[src/rtl/mmt_pkg.sv]
// Shared types, token codes and character-class helpers for the maximal munch tokenizer.
// No dependencies; every other file in rtl/ uses this package.
package mmt_pkg;

    localparam int MAX_COLUMNS_DEF = 4096;
    localparam int OUT_W           = 12;
    localparam int RES_PER_ITEM    = 3;
    localparam int FIFO_DEPTH      = 4;
    localparam int FIFO_AW         = $clog2(FIFO_DEPTH);

    localparam logic [3:0] K_IDENT  = 4'd0;
    localparam logic [3:0] K_NUM    = 4'd1;
    localparam logic [3:0] K_LPAREN = 4'd2;
    localparam logic [3:0] K_RPAREN = 4'd3;
    localparam logic [3:0] K_BEC    = 4'd4;
    localparam logic [3:0] K_EQ     = 4'd5;
    localparam logic [3:0] K_COMMA  = 4'd6;
    localparam logic [3:0] K_PLUS   = 4'd7;
    localparam logic [3:0] K_MINUS  = 4'd8;
    localparam logic [3:0] K_STAR   = 4'd9;
    localparam logic [3:0] K_SLASH  = 4'd10;
    localparam logic [3:0] K_DEF    = 4'd11;
    localparam logic [3:0] K_EXTERN = 4'd12;
    localparam logic [3:0] K_ERROR  = 4'd13;
    localparam logic [3:0] K_EOL    = 4'd14;
    localparam logic [3:0] K_DROP   = 4'd15;

    typedef struct packed {
        logic [7:0] char_code;
        logic       line_end;
    } t_in_req;

    typedef struct packed {
        logic [3:0]       token_kind;
        logic [OUT_W-1:0] start_column;
        logic [OUT_W-1:0] token_length;
        logic             last;
    } t_out_req;

    typedef enum logic [15:0] {
        S_START = 16'h0001,
        S_ID    = 16'h0002,
        S_NUM   = 16'h0004,
        S_ZERO  = 16'h0008,
        S_DOT   = 16'h0010,
        S_FRAC  = 16'h0020,
        S_LP    = 16'h0040,
        S_RP    = 16'h0080,
        S_BEC   = 16'h0100,
        S_EQ    = 16'h0200,
        S_COMMA = 16'h0400,
        S_WS    = 16'h0800,
        S_PLUS  = 16'h1000,
        S_MINUS = 16'h2000,
        S_STAR  = 16'h4000,
        S_SLASH = 16'h8000
    } t_lex_state;

    typedef struct packed {
        logic       fail;
        t_lex_state st;
    } t_trans;

    function automatic logic is_alpha(logic [7:0] c);
        return (c inside {["a":"z"]}) || (c inside {["A":"Z"]});
    endfunction

    function automatic logic is_digit(logic [7:0] c);
        return c inside {["0":"9"]};
    endfunction

    function automatic logic is_space(logic [7:0] c);
        return (c == " ") || (c inside {[8'd9:8'd13]});
    endfunction

    function automatic t_trans trans(t_lex_state s, logic [7:0] c);
        t_trans r;
        r.fail = 1'b1;
        r.st   = S_START;
        if (!c[7]) begin
            case (s)
                S_START: begin
                    r.fail = 1'b0;
                    if (is_alpha(c))                  r.st = S_ID;
                    else if (c == "0")                r.st = S_ZERO;
                    else if (is_digit(c))             r.st = S_NUM;
                    else if (c == "(")                r.st = S_LP;
                    else if (c == ")")                r.st = S_RP;
                    else if (c == "=")                r.st = S_BEC;
                    else if (c == "+")                r.st = S_PLUS;
                    else if (c == "-")                r.st = S_MINUS;
                    else if (c == "*")                r.st = S_STAR;
                    else if (c == "/")                r.st = S_SLASH;
                    else if (c == ",")                r.st = S_COMMA;
                    else if (c == "#" || is_space(c)) r.st = S_WS;
                    else                              r.fail = 1'b1;
                end
                S_ID: begin
                    r.fail = !(is_alpha(c) || is_digit(c));
                    r.st   = S_ID;
                end
                S_NUM: begin
                    r.fail = !(is_digit(c) || c == ".");
                    r.st   = is_digit(c) ? S_NUM : S_DOT;
                end
                S_ZERO: begin
                    r.fail = (c != ".");
                    r.st   = S_DOT;
                end
                S_DOT, S_FRAC: begin
                    r.fail = !is_digit(c);
                    r.st   = S_FRAC;
                end
                S_WS: begin
                    r.fail = !is_space(c);
                    r.st   = S_WS;
                end
                S_BEC: begin
                    r.fail = (c != "=");
                    r.st   = S_EQ;
                end
                default: begin
                    r.fail = 1'b1;
                end
            endcase
        end
        return r;
    endfunction

    function automatic logic [3:0] kind_of(t_lex_state s);
        logic [3:0] k;
        case (s)
            S_ID:                k = K_IDENT;
            S_NUM, S_ZERO, S_FRAC: k = K_NUM;
            S_LP:                k = K_LPAREN;
            S_RP:                k = K_RPAREN;
            S_BEC:               k = K_BEC;
            S_EQ:                k = K_EQ;
            S_COMMA:             k = K_COMMA;
            S_PLUS:              k = K_PLUS;
            S_MINUS:             k = K_MINUS;
            S_STAR:              k = K_STAR;
            S_SLASH:             k = K_SLASH;
            default:             k = K_DROP;
        endcase
        return k;
    endfunction

    function automatic logic [3:0] close_kind(t_lex_state s, logic [1:0] kc, logic [31:0] len);
        logic [3:0] k;
        k = kind_of(s);
        if (k == K_IDENT) begin
            if (kc[0] && len == 32'd3) begin
                k = K_DEF;
            end else if (kc[1] && len == 32'd6) begin
                k = K_EXTERN;
            end
        end
        return k;
    endfunction

    function automatic logic kw_def_hit(logic [31:0] p, logic [7:0] c);
        logic hit;
        case (p)
            32'd0:   hit = (c == "d");
            32'd1:   hit = (c == "e");
            32'd2:   hit = (c == "f");
            default: hit = 1'b0;
        endcase
        return hit;
    endfunction

    function automatic logic kw_ext_hit(logic [31:0] p, logic [7:0] c);
        logic hit;
        case (p)
            32'd0:   hit = (c == "e");
            32'd1:   hit = (c == "x");
            32'd2:   hit = (c == "t");
            32'd3:   hit = (c == "e");
            32'd4:   hit = (c == "r");
            32'd5:   hit = (c == "n");
            default: hit = 1'b0;
        endcase
        return hit;
    endfunction

    function automatic logic [OUT_W-1:0] sat_out(logic [31:0] v);
        return (v > 32'((1 << OUT_W) - 1)) ? {OUT_W{1'b1}} : v[OUT_W-1:0];
    endfunction

endpackage

[src/rtl/mmt_lex_core.sv]
// Lexer state and one-character step logic: automaton, columns, keyword tracking.
// Produces up to three results per stepped character. Depends on mmt_pkg.
module mmt_lex_core #(
    parameter int MAX_COLUMNS = mmt_pkg::MAX_COLUMNS_DEF
) (
    input  logic              i_clk,
    input  logic              i_rst_n,
    input  logic              i_step,
    input  mmt_pkg::t_in_req  i_char,
    output mmt_pkg::t_out_req o_res [mmt_pkg::RES_PER_ITEM],
    output logic [1:0]        o_res_cnt
);

    localparam int CW = $clog2(MAX_COLUMNS);

    mmt_pkg::t_lex_state r_state, n_state;
    logic [CW-1:0]       r_tstart, n_tstart;
    logic [CW-1:0]       r_col, n_col;
    logic [1:0]          r_kc, n_kc;
    logic                r_cmt, n_cmt;
    logic                r_skip, n_skip;

    mmt_pkg::t_trans     v_tr;
    mmt_pkg::t_out_req   v_res [mmt_pkg::RES_PER_ITEM];
    logic [1:0]          v_cnt;
    logic [CW:0]         v_len;
    logic [CW-1:0]       v_pos;
    logic [3:0]          v_k;
    logic [7:0]          c;
    logic                le;

    assign c  = i_char.char_code;
    assign le = i_char.line_end;

    always_comb begin
        n_state  = r_state;
        n_tstart = r_tstart;
        n_col    = r_col;
        n_kc     = r_kc;
        n_cmt    = r_cmt;
        n_skip   = r_skip;
        v_cnt    = 2'd0;
        v_len    = '0;
        v_pos    = '0;
        v_k      = mmt_pkg::K_DROP;
        for (int i = 0; i < mmt_pkg::RES_PER_ITEM; i++) begin
            v_res[i] = '0;
        end
        v_tr = mmt_pkg::trans(r_state, c);

        if (!r_skip) begin
            if (v_tr.fail && r_state != mmt_pkg::S_START) begin
                if (r_state == mmt_pkg::S_DOT) begin
                    v_len = {1'b0, r_col} - {1'b0, r_tstart} + (CW+1)'(1);
                    v_res[v_cnt] = '{mmt_pkg::K_ERROR, mmt_pkg::sat_out(32'(r_tstart)),
                                     mmt_pkg::sat_out(32'(v_len)), 1'b0};
                    v_cnt   = v_cnt + 2'd1;
                    n_skip  = 1'b1;
                    n_state = mmt_pkg::S_START;
                end else begin
                    v_len = {1'b0, r_col} - {1'b0, r_tstart};
                    v_k   = mmt_pkg::close_kind(r_state, r_kc, 32'(v_len));
                    if (v_k != mmt_pkg::K_DROP && !r_cmt) begin
                        v_res[v_cnt] = '{v_k, mmt_pkg::sat_out(32'(r_tstart)),
                                         mmt_pkg::sat_out(32'(v_len)), 1'b0};
                        v_cnt = v_cnt + 2'd1;
                    end
                    n_state = mmt_pkg::S_START;
                    v_tr    = mmt_pkg::trans(mmt_pkg::S_START, c);
                end
            end
            if (!n_skip) begin
                if (v_tr.fail) begin
                    v_res[v_cnt] = '{mmt_pkg::K_ERROR, mmt_pkg::sat_out(32'(r_col)),
                                     mmt_pkg::sat_out(32'd1), 1'b0};
                    v_cnt   = v_cnt + 2'd1;
                    n_skip  = 1'b1;
                    n_state = mmt_pkg::S_START;
                end else begin
                    if (n_state == mmt_pkg::S_START) begin
                        n_tstart = r_col;
                        n_kc     = 2'b11;
                        if (c == "#") begin
                            n_cmt = 1'b1;
                        end
                    end
                    v_pos = r_col - n_tstart;
                    if (!mmt_pkg::kw_def_hit(32'(v_pos), c)) begin
                        n_kc[0] = 1'b0;
                    end
                    if (!mmt_pkg::kw_ext_hit(32'(v_pos), c)) begin
                        n_kc[1] = 1'b0;
                    end
                    n_state = v_tr.st;
                    if (le) begin
                        v_len = {1'b0, r_col} - {1'b0, n_tstart} + (CW+1)'(1);
                        if (n_state == mmt_pkg::S_DOT) begin
                            v_res[v_cnt] = '{mmt_pkg::K_ERROR,
                                             mmt_pkg::sat_out(32'(n_tstart)),
                                             mmt_pkg::sat_out(32'(v_len)), 1'b0};
                            v_cnt = v_cnt + 2'd1;
                        end else begin
                            v_k = mmt_pkg::close_kind(n_state, n_kc, 32'(v_len));
                            if (v_k != mmt_pkg::K_DROP && !n_cmt) begin
                                v_res[v_cnt] = '{v_k, mmt_pkg::sat_out(32'(n_tstart)),
                                                 mmt_pkg::sat_out(32'(v_len)), 1'b0};
                                v_cnt = v_cnt + 2'd1;
                            end
                        end
                        n_state = mmt_pkg::S_START;
                    end
                end
            end
        end

        if (le) begin
            v_res[v_cnt] = '{mmt_pkg::K_EOL, mmt_pkg::sat_out(32'(r_col)),
                             mmt_pkg::sat_out(32'd0), 1'b0};
            v_cnt    = v_cnt + 2'd1;
            n_state  = mmt_pkg::S_START;
            n_tstart = '0;
            n_col    = '0;
            n_kc     = 2'b11;
            n_cmt    = 1'b0;
            n_skip   = 1'b0;
        end else if (r_col < CW'(MAX_COLUMNS - 1)) begin
            n_col = r_col + CW'(1);
        end

        if (v_cnt != 2'd0) begin
            v_res[v_cnt - 2'd1].last = 1'b1;
        end
    end

    always_ff @(posedge i_clk) begin
        if (!i_rst_n) begin
            r_state  <= mmt_pkg::S_START;
            r_tstart <= '0;
            r_col    <= '0;
            r_kc     <= 2'b11;
            r_cmt    <= 1'b0;
            r_skip   <= 1'b0;
        end else if (i_step) begin
            r_state  <= n_state;
            r_tstart <= n_tstart;
            r_col    <= n_col;
            r_kc     <= n_kc;
            r_cmt    <= n_cmt;
            r_skip   <= n_skip;
        end
    end

    assign o_res     = v_res;
    assign o_res_cnt = v_cnt;

endmodule

[src/rtl/mmt_res_fifo.sv]
// Result queue: takes up to three results per cycle, hands out one per request.
// Depends on mmt_pkg.
module mmt_res_fifo (
    input  logic              i_clk,
    input  logic              i_rst_n,
    input  mmt_pkg::t_out_req i_push_data [mmt_pkg::RES_PER_ITEM],
    input  logic [1:0]        i_push_cnt,
    output logic              o_room,
    output logic              o_valid,
    input  logic              i_ready,
    output mmt_pkg::t_out_req o_data
);

    localparam int AW = mmt_pkg::FIFO_AW;

    mmt_pkg::t_out_req r_mem [mmt_pkg::FIFO_DEPTH];
    logic [AW-1:0]     r_wptr, n_wptr;
    logic [AW-1:0]     r_rptr, n_rptr;
    logic [AW:0]       r_count, n_count;
    logic              pop;

    assign pop     = o_valid && i_ready;
    assign o_valid = (r_count != '0);
    assign o_data  = r_mem[r_rptr];
    assign o_room  = (r_count <= (AW+1)'(mmt_pkg::FIFO_DEPTH - mmt_pkg::RES_PER_ITEM));

    always_comb begin
        n_wptr  = r_wptr + AW'(i_push_cnt);
        n_rptr  = r_rptr + AW'(pop);
        n_count = r_count + (AW+1)'(i_push_cnt) - (AW+1)'(pop);
    end

    always_ff @(posedge i_clk) begin
        for (int k = 0; k < mmt_pkg::RES_PER_ITEM; k++) begin
            if (2'(k) < i_push_cnt) begin
                r_mem[r_wptr + AW'(k)] <= i_push_data[k];
            end
        end
    end

    always_ff @(posedge i_clk) begin
        if (!i_rst_n) begin
            r_wptr  <= '0;
            r_rptr  <= '0;
            r_count <= '0;
        end else begin
            r_wptr  <= n_wptr;
            r_rptr  <= n_rptr;
            r_count <= n_count;
        end
    end

endmodule

[src/rtl/maximal_munch_tokenizer.sv]
// Top level of the maximal munch tokenizer: input register, lexer core and result queue.
// Depends on mmt_pkg, mmt_lex_core and mmt_res_fifo.
//
// Usage: one character per request enters on i_req (char_code, line_end) under
// i_req_valid/o_req_ready. Tokens leave on o_res (token_kind, start_column,
// token_length, last) under o_res_valid/i_res_ready, one per request, with last set
// on the final result caused by a character. Whitespace gives no result; every line
// closes with an end-of-line result.
// A character is registered on acceptance and then stepped through the lexer, which
// writes its results to a four-entry queue; o_res shows the head of that queue. The
// block takes one character per cycle as long as the receiver drains results as fast
// as they appear; a character that produces several results hands them out one after
// another. The lexer steps only when the queue has room for three results, so a
// stalled receiver fills the queue and then holds o_req_ready low without losing
// anything.
// Reset (synchronous, active low) empties the queue and the input register and puts
// the lexer at the start of a line with column zero.
module maximal_munch_tokenizer #(
    parameter int MAX_COLUMNS = mmt_pkg::MAX_COLUMNS_DEF
) (
    input  logic              i_clk,
    input  logic              i_rst_n,
    input  logic              i_req_valid,
    output logic              o_req_ready,
    input  mmt_pkg::t_in_req  i_req,
    output logic              o_res_valid,
    input  logic              i_res_ready,
    output mmt_pkg::t_out_req o_res
);

    logic              r_in_vld;
    mmt_pkg::t_in_req  r_in;
    logic              step;
    logic              room;
    mmt_pkg::t_out_req core_res [mmt_pkg::RES_PER_ITEM];
    logic [1:0]        core_cnt;
    logic [1:0]        push_cnt;

    assign step        = r_in_vld && room;
    assign o_req_ready = !r_in_vld || step;
    assign push_cnt    = step ? core_cnt : 2'd0;

    always_ff @(posedge i_clk) begin
        if (!i_rst_n) begin
            r_in_vld <= 1'b0;
        end else if (o_req_ready) begin
            r_in_vld <= i_req_valid;
        end
    end

    always_ff @(posedge i_clk) begin
        if (i_req_valid && o_req_ready) begin
            r_in <= i_req;
        end
    end

    mmt_lex_core #(
        .MAX_COLUMNS(MAX_COLUMNS)
    ) u_core (
        .i_clk    (i_clk),
        .i_rst_n  (i_rst_n),
        .i_step   (step),
        .i_char   (r_in),
        .o_res    (core_res),
        .o_res_cnt(core_cnt)
    );

    mmt_res_fifo u_fifo (
        .i_clk      (i_clk),
        .i_rst_n    (i_rst_n),
        .i_push_data(core_res),
        .i_push_cnt (push_cnt),
        .o_room     (room),
        .o_valid    (o_res_valid),
        .i_ready    (i_res_ready),
        .o_data     (o_res)
    );

endmodule

[config.mk]
export PLATFORM = sky130hd
export DESIGN_NAME = maximal_munch_tokenizer
export DESIGN_NICKNAME = d
export VERILOG_FILES = /design/src/rtl/mmt_pkg.sv /design/src/rtl/mmt_lex_core.sv /design/src/rtl/mmt_res_fifo.sv /design/src/rtl/maximal_munch_tokenizer.sv
export SDC_FILE = /design/constraint.sdc
export NUM_CORES = 1
export LEC_CHECK = 0
export BUFFER_PORTS_ARGS = -buffer_cell sky130_fd_sc_hd__buf_2
export CAP_MARGIN = 20
export CELL_PAD_IN_SITES_DETAIL_PLACEMENT = 1
export CELL_PAD_IN_SITES_GLOBAL_PLACEMENT = 1
export CORE_MARGIN = 2
export CORE_UTILIZATION = 44
export DETAILED_ROUTE_END_ITERATION = 12
export PLACE_DENSITY_LB_ADDON = 0.1
export RECOVER_POWER = 100
export SYNTH_ARGS = -nofsm -noshare
export SYNTH_HDL_FRONTEND = slang
export SYNTH_HIERARCHICAL = 1
export SYNTH_SLANG_ARGS = --single-unit
[constraint.sdc]
create_clock -name i_clk -period 7.04 [get_ports i_clk]
set_clock_uncertainty 0.2 [all_clocks]
set_input_delay 0.704 -clock i_clk [delete_from_list [all_inputs] [get_ports i_clk]]
set_output_delay 0.704 -clock i_clk [all_outputs]
set_load 0.005 [all_outputs]
==> metrics.md, run 1 <==
| Metric | Value |
|---|---|
| Met2 wire len | 25.7 mm |
| Crit-path max cell delay | 0.58 ns |
| Max-slew violations | 32 |
| Buf/Inv on CP | 3 |
| Post-Syn Area | 14700 um2 |
| Syn Area/Cell | 8.16 um2 |
| Peak Freq | 147 MHz |
| CTS Sinks | 177 |
| H-tree Lvls | 4 |
| Max Root-Sink Buffers | 2 |
| Yosys cell types | 107 |
| Setup ws final | 0.214 ns |
| Power density over cell area | 204 nW/um2 |
| Wire per inst | 24.4 um |
| Port bufs | 43 |
| Critical path launch point type | flop |
| Die width | 187 um |
| Setup WS pre-CTS | 0.0294 ns |
| Status | complete, but fails checks |
| Top Layer Used | met4 |
| Post-route ant nets | 0 |
| Synth area leaders | edfxtp_1 26%, nand2_1 7.9%, dfxtp_1 7.1% |
| Post-synth EDFFs | 125 |
| First-pass GRT wire length | 85.2 mm |
| Peak supply drop | 0.000176 V |
| Crit path max-delay family | simple AND/OR/NAND/NOR gates |
| Die Y | 187 um |
| WL met3 | 4.28 mm |
| Initial Util | 44.8% |
| Worst hold path class | in -> reg |
| Failing checks | max-capacitance violations, max-slew violations |
| Met1 wire length | 23.8 mm |
| Final instance area | 16100 um2 |
| Clk root buf | clkbuf_16 |
| Fin crit period | 6.83 ns |
| Reg clk slew, reported paths | 0.07 ns |
| Nets | 1900 |
| Largest net degree at the start of global routing | 59 |
| Most frequent cell after synthesis | nand2_1 |
| Boundary pin count | 44 |
| Post-synth top area share | 25.6% |
| Crit share post-route | 97.0% |
| Commonest cells post-synth | 309 x nand2_1, 243 x nor2_1, 128 x a31oi_1, 125 x edfxtp_1, 77 x inv_1 |
| Row cnt | 66 |
| GRT Util Overall | 31.6% |
| Slew @ Worst Pin | 2.89 ns |
| Fin. Hold Viols | 0 |
| Asr flop ratio synth | 0% |
| Relative slew slack | -92.6% |
| Initial drt markers | 1187 |
| Vias | 14300 |
| TritonCTS buffer count | 17 |
| Hold WS | 0.214 ns |
| Yosys reg bits | 177 |
| HPWL Detailed | 39.7 mm |
| CP arrival | 6.80 ns |
| Worst Path Required | 7.01 ns |
| Detailed Routing Iterations Pass 1 | 7 |
| DRC Markers | 0 |
| Worst-Skew Late Latency | 0.47 ns |
| Ys flop type | edfxtp_1 |
| CP max FO | 23 |
| Final wirelength | 55.6 mm |
| Crit. End Element | flop |
| Die ar. | 34800 um2 |
| Total of max-cap violations | 1 |
| Crit-path slowest cell | or4_4 |
| WS Path Type | reg -> reg |
| Final setup TNS | 0 ns |
| Share of layout cells above drive strength 1 | 12.2% |
| Register area share after synthesis | 32.7% |
| # setup viols final | 0 |
| CTS tree | yes |
| GRT Residual Overflow | 0 |
| Area delta synth->final | 10.0% |
| Area leader, netlist | edfxtp_1 |
| Placed insts | 2240 |
| Critical path, cell by cell | or4_4 -> nor4_4 -> a21boi_0 -> nand4_1 -> nand4bb_1 -> a41oi_1 -> nand3_1 -> nand2_1 -> inv_1 -> ha_1 -> o22ai_1 -> a211o_1 -> ha_1 -> nand2_1 -> a21boi_0 -> inv_1 -> and3_2 -> nand4bb_2 -> clkbuf_2 -> a31oi_1 |
| Core Area | 32700 um2 |
| DP Area | 15500 um2 |
| GPL Wtd Cong | 0.970 |
| Final std cells w/o fill | 2283 |
| Post-DR vias/cell | 6.28 |
| Antenna violations before repair | 2 |
| Leakage power | 5.93 nW |
| Warning count from the yosys run | 6 |
| Vias in the first global route | 14400 |
| RSZ-0062 raised after global routing | no |
| Post-Synthesis Cells | 1797 |
==> layer usage <==
metal,up-vias,GRT usage [%]
li1,6527,-
met1,7136,41.5
met2,575,51.3
met3,110,6.15
met4,0,12.5
met5,-,0
==> state kept, by name, summed over array words and instances (netlist names), 3 cells and up <==
register,count
u_fifo/r_mem,116
u_core/r_state,16
u_core/r_col,12
u_core/r_tstart,12
r_in,9
u_fifo/r_count,3
==> power breakdown <==
group          internal (mW)  switching, mW  total (mW)
Clock                  0.593          0.450        1.04
Combinational          0.381          0.592       0.973
Sequential              1.23         0.0530        1.28
Total                   2.20           1.09        3.30
==> cells by family (layout without fill, tap and decap cells) <==
logic type / count (synthesis) / count (layout) / share of synthesized area [%]
xor gates and xnor gates: 59 / 59 / 3.58
other: 1 / 14 / 0.0256
adders and majority gates: 61 / 61 / 5.79
DFF: 177 / 177 / 32.7
muxes: 35 / 35 / 4.86
buffers and inverters: 207 / 238 / 6.59
and+or+nand+nor: 839 / 839 / 27.5
AOI/OAI and AO/OA: 418 / 418 / 19.0
==> placed cells by master, fill, tap and decap left out, types with 21 or more instances in the layout <==
master | synthesis | routed
nor3_1 | 30 | 29
xnor2_1 | 36 | 37
buf_4 | 28 | 61
ha_1 | 47 | 46
clkbuf_1 | 56 | 21
nor2_1 | 243 | 243
dfxtp_1 | 52 | 52
a21oi_1 | 72 | 70
inv_1 | 77 | 77
mux4_2 | 29 | 29
edfxtp_1 | 125 | 125
nand3_1 | 28 | 28
and3_1 | 22 | 22
buf_2 | 37 | 36
a31oi_1 | 128 | 128
o21ai_0 | 46 | 44
nor2b_1 | 36 | 36
nand2_1 | 309 | 309
xor2_1 | 22 | 22
==> stage by stage <==
stage | util (%) | power (mW)
after floorplan | - | 1.91
after global placement | 47.3 | 2.23
after detailed placement | 47.3 | 2.27
after CTS | 49.2 | 3.31
final | 49.3 | 3.30
after global routing | 49.3 | 3.43
==> cell type report <==
type / count / area (um2)
antenna: 1 / 2.50
clock buffer: 18 / 429
clock inverter: 13 / 185
fill: 3968 / 16600
inverter: 79 / 297
multi-input combinational: 1425 / 9040
sequential: 177 / 4790
tap: 442 / 553
timing repair buffer: 128 / 828
==> worst register-to-register path, cell delays in order, from the launching register on <==
cell and delay [ns]:
dfxtp_1 0.41, or4_4 0.58, nor4_4 0.35, a21boi_0 0.17
nand4_1 0.14, nand4bb_1 0.27, a41oi_1 0.52, nand3_1 0.28
nand2_1 0.16, inv_1 0.06, ha_1 0.27, o22ai_1 0.08
a211o_1 0.38, ha_1 0.31, nand2_1 0.06, a21boi_0 0.55
inv_1 0.13, and3_2 0.38, nand4bb_2 0.47, clkbuf_2 0.57
a31oi_1 0.21
==> final timing paths <==
check	startpoint	endpoint	slack (ns)	cells past startpoint
min	i_req[0]	r_in[0]	0.21	1
max	u_core/r_state[10]	u_fifo/r_mem[2][17]	0.21	20
min reg2reg	u_core/r_kc[0]	u_core/r_kc[0]	0.35	2
max reg2reg	u_core/r_state[10]	u_fifo/r_mem[2][17]	0.21	20
==> repair_timing <==
action,in CTS,in global routing
pin swaps,0,2
endpoints found under the setup margin,3,16
setup buffers,0,11
gates resized for setup,2,18
hold buffers,0,0
(Power assumes the default switching activity.)
==> run 2: changes to the inputs <==
- CORE_UTILIZATION: 44 -> 30
- SKIP_LAST_GASP: not set -> 1
==> metrics.md, run 2 (same netlist as run 1, synthesis figures left out) <==
| Metric | Value |
|---|---|
| Worst Reg-to-Reg Cells | 25 |
| Met3 GRT Util | 3.39% |
| Buf/Inv on CP | 6 |
| CP max FO | 7 |
| HPWL Detailed | 42.6 mm |
| Worst r2r src | u_core/r_state[9] |
| DRC Markers | 0 |
| GRT Residual Overflow | 0 |
| Worst hold start | i_req[1] |
| Failing checks | max-capacitance violations, max-slew violations |
| Final wirelength | 59.2 mm |
| Commonest non-fill, non-tap cells in the layout | 309 x nand2_1, 243 x nor2_1, 128 x a31oi_1, 125 x edfxtp_1, 77 x inv_1 |
| Met1 Usage GRT | 31.7% |
| Peak supply drop | 0.000138 V |
| Clk root buf | clkbuf_16 |
| CP arrival | 6.81 ns |
| Crit. End Element | flop |
| Worst-Skew Late Latency | 0.50 ns |
| Crit path max-delay family | simple AND/OR/NAND/NOR gates |
| Crit-path slowest cell | or4_4 |
| Final core utilization | 33.8% |
| Vias | 13800 |
| Row cnt | 81 |
| Final std cells w/o fill | 2468 |
| Peak Freq | 150 MHz |
| First-pass GRT wire length | 89.4 mm |
| Total of max-cap violations | 1 |
| Cts hold-fix bufs | 0 |
| Detailed Routing Iterations Pass 1 | 5 |
| Fillcell total | 5705 |
| Initial Util | 30.2% |
| CTS Sinks | 177 |
| Reg clk slew, reported paths | 0.08 ns |
| Leakage power | 5.97 nW |
| # setup viols final | 0 |
| Fin crit period | 6.67 ns |
| Max-slew violations | 32 |
| Setup WS pre-CTS | -0.0253 ns |
| Worst Path Required | 7.18 ns |
| Area delta synth->final | 11.9% |
| Status | complete, but fails checks |
| Largest register FFs | 116 |
| GRT busiest layer | met2 |
| Placed insts | 2434 |
| Met2 GRT Util | 39.6% |
| WS Path Type | reg -> reg |
| Final setup TNS | 0 ns |
| CTS tree | yes |
| Max Root-Sink Buffers | 2 |
| Power density over cell area | 201 nW/um2 |
| Critical Path Most Common Cell | inv_1 |
| Relative slew slack | -98.2% |
| Commonest non-fill, non-tap cell in the layout | nand2_1 |
| Largest net degree at the start of global routing | 59 |
| Fin. Hold Viols | 0 |
| Post-route ant nets | 0 |
| Antenna fix cells | 0 |
| GPL Wtd Cong | 0.868 |
| Worst hold path class | in -> reg |
| Crit-path max cell delay | 0.60 ns |
| Core Area | 48500 um2 |
| GRT Util Overall | 23.7% |
| H-tree Lvls | 4 |
| Multi-input gate area in the final layout | 9020 um2 |
| Antenna violations before repair | 0 |
| TritonCTS buffer count | 17 |
| Initial drt markers | 872 |
| Top register by number of flip-flops | u_fifo/r_mem |
| Die width | 225 um |
| Die ar. | 50700 um2 |
| Critical path launch point type | flop |
| Vias in the first global route | 13900 |
| Storage cell area | 4800 um2 |
| Boundary pin count | 44 |
| Cell depth of the worst setup path | 25 |
| Crit share post-route | 94.7% |
| Setup ws final | 0.375 ns |
| Nets | 1905 |
| Slew @ Worst Pin | 2.97 ns |
| Biggest registers after layout | u_fifo/r_mem x116, u_core/r_state x16 |
| Die Y | 225 um |
| Post-DR vias/cell | 5.60 |
| Hold depth | 1 |
| Wire per inst | 24.0 um |
| Worst Setup SP | u_core/r_state[9] |
| Share of layout cells above drive strength 1 | 12.5% |
| Port bufs | 43 |
[run 2: changes by cell type in the layout (fill, tap and decap cells not counted), moves of 3 or more]
cell | before | now
buf_4 | 61 | 76
clkbuf_4 | 0 | 7
clkbuf_2 | 7 | 0
inv_8 | 0 | 3
buf_2 | 36 | 30
clkbuf_1 | 21 | 17
[run 2: layer usage]
layer	share of wire, %	wire length (um)	up-vias
met2	47	27800	287
met3	3.6	2110	63
met1	48	28200	6924
li1	-	-	6544
met4	1.9	1100	0
met5	0	0	-
[run 2: where the power goes]
group / internal, mW / switching, mW
Sequential: 1.23 / 0.0486
Clock: 0.540 / 0.499
Combinational: 0.386 / 0.598
Total: 2.15 / 1.15
[run 2: repair_timing]
action,4_1_cts,5_1_grt
pin swaps,0,2
setup buffers,0,2
gates resized for setup,1,13
cloned,0,0
setup endpoints to repair,4,40
[run 2: final cells by class]
class	count	area share, %
Clock inverter	15	1.19
Inverter	79	1.81
Sequential cell	177	29.2
Clock buffer	17	2.59
Multi-Input combinational cell	1425	55.0
Tap cell	622	4.74
Timing Repair Buffer	133	5.47
[run 2: final timing paths]
check	end	slack, ns
worst max-delay path	u_fifo/r_mem[2][26]	0.37
worst min-delay path	r_in[1]	0.17
worst max register to register	u_fifo/r_mem[2][26]	0.37
worst min register to register	u_core/r_tstart[11]	0.34
[run 2: through the flow]
| step | hold slack [ns] | instance area, um2 | power (mW) |
|---|---|---|---|
| after floorplan | 0.273 | 14700 | 1.91 |
| after global placement | 0.304 | 15800 | 2.29 |
| after detailed placement | 0.325 | 15800 | 2.30 |
| after CTS | 0.131 | 16400 | 3.36 |
| after global routing | 0.152 | 16400 | 3.47 |
| final | 0.174 | 16400 | 3.30 |
[run 2: worst reg2reg max path: cells and delay by family, from the launching register on]
kind | cells | cell delay (ns)
buffers and inverters | 6 | 0.80
flip-flops | 1 | 0.39
AND/OR/NAND/NOR | 10 | 2.57
AO/OA/AOI/OAI | 7 | 1.82
adder cells (fa/ha/maj) | 2 | 0.74
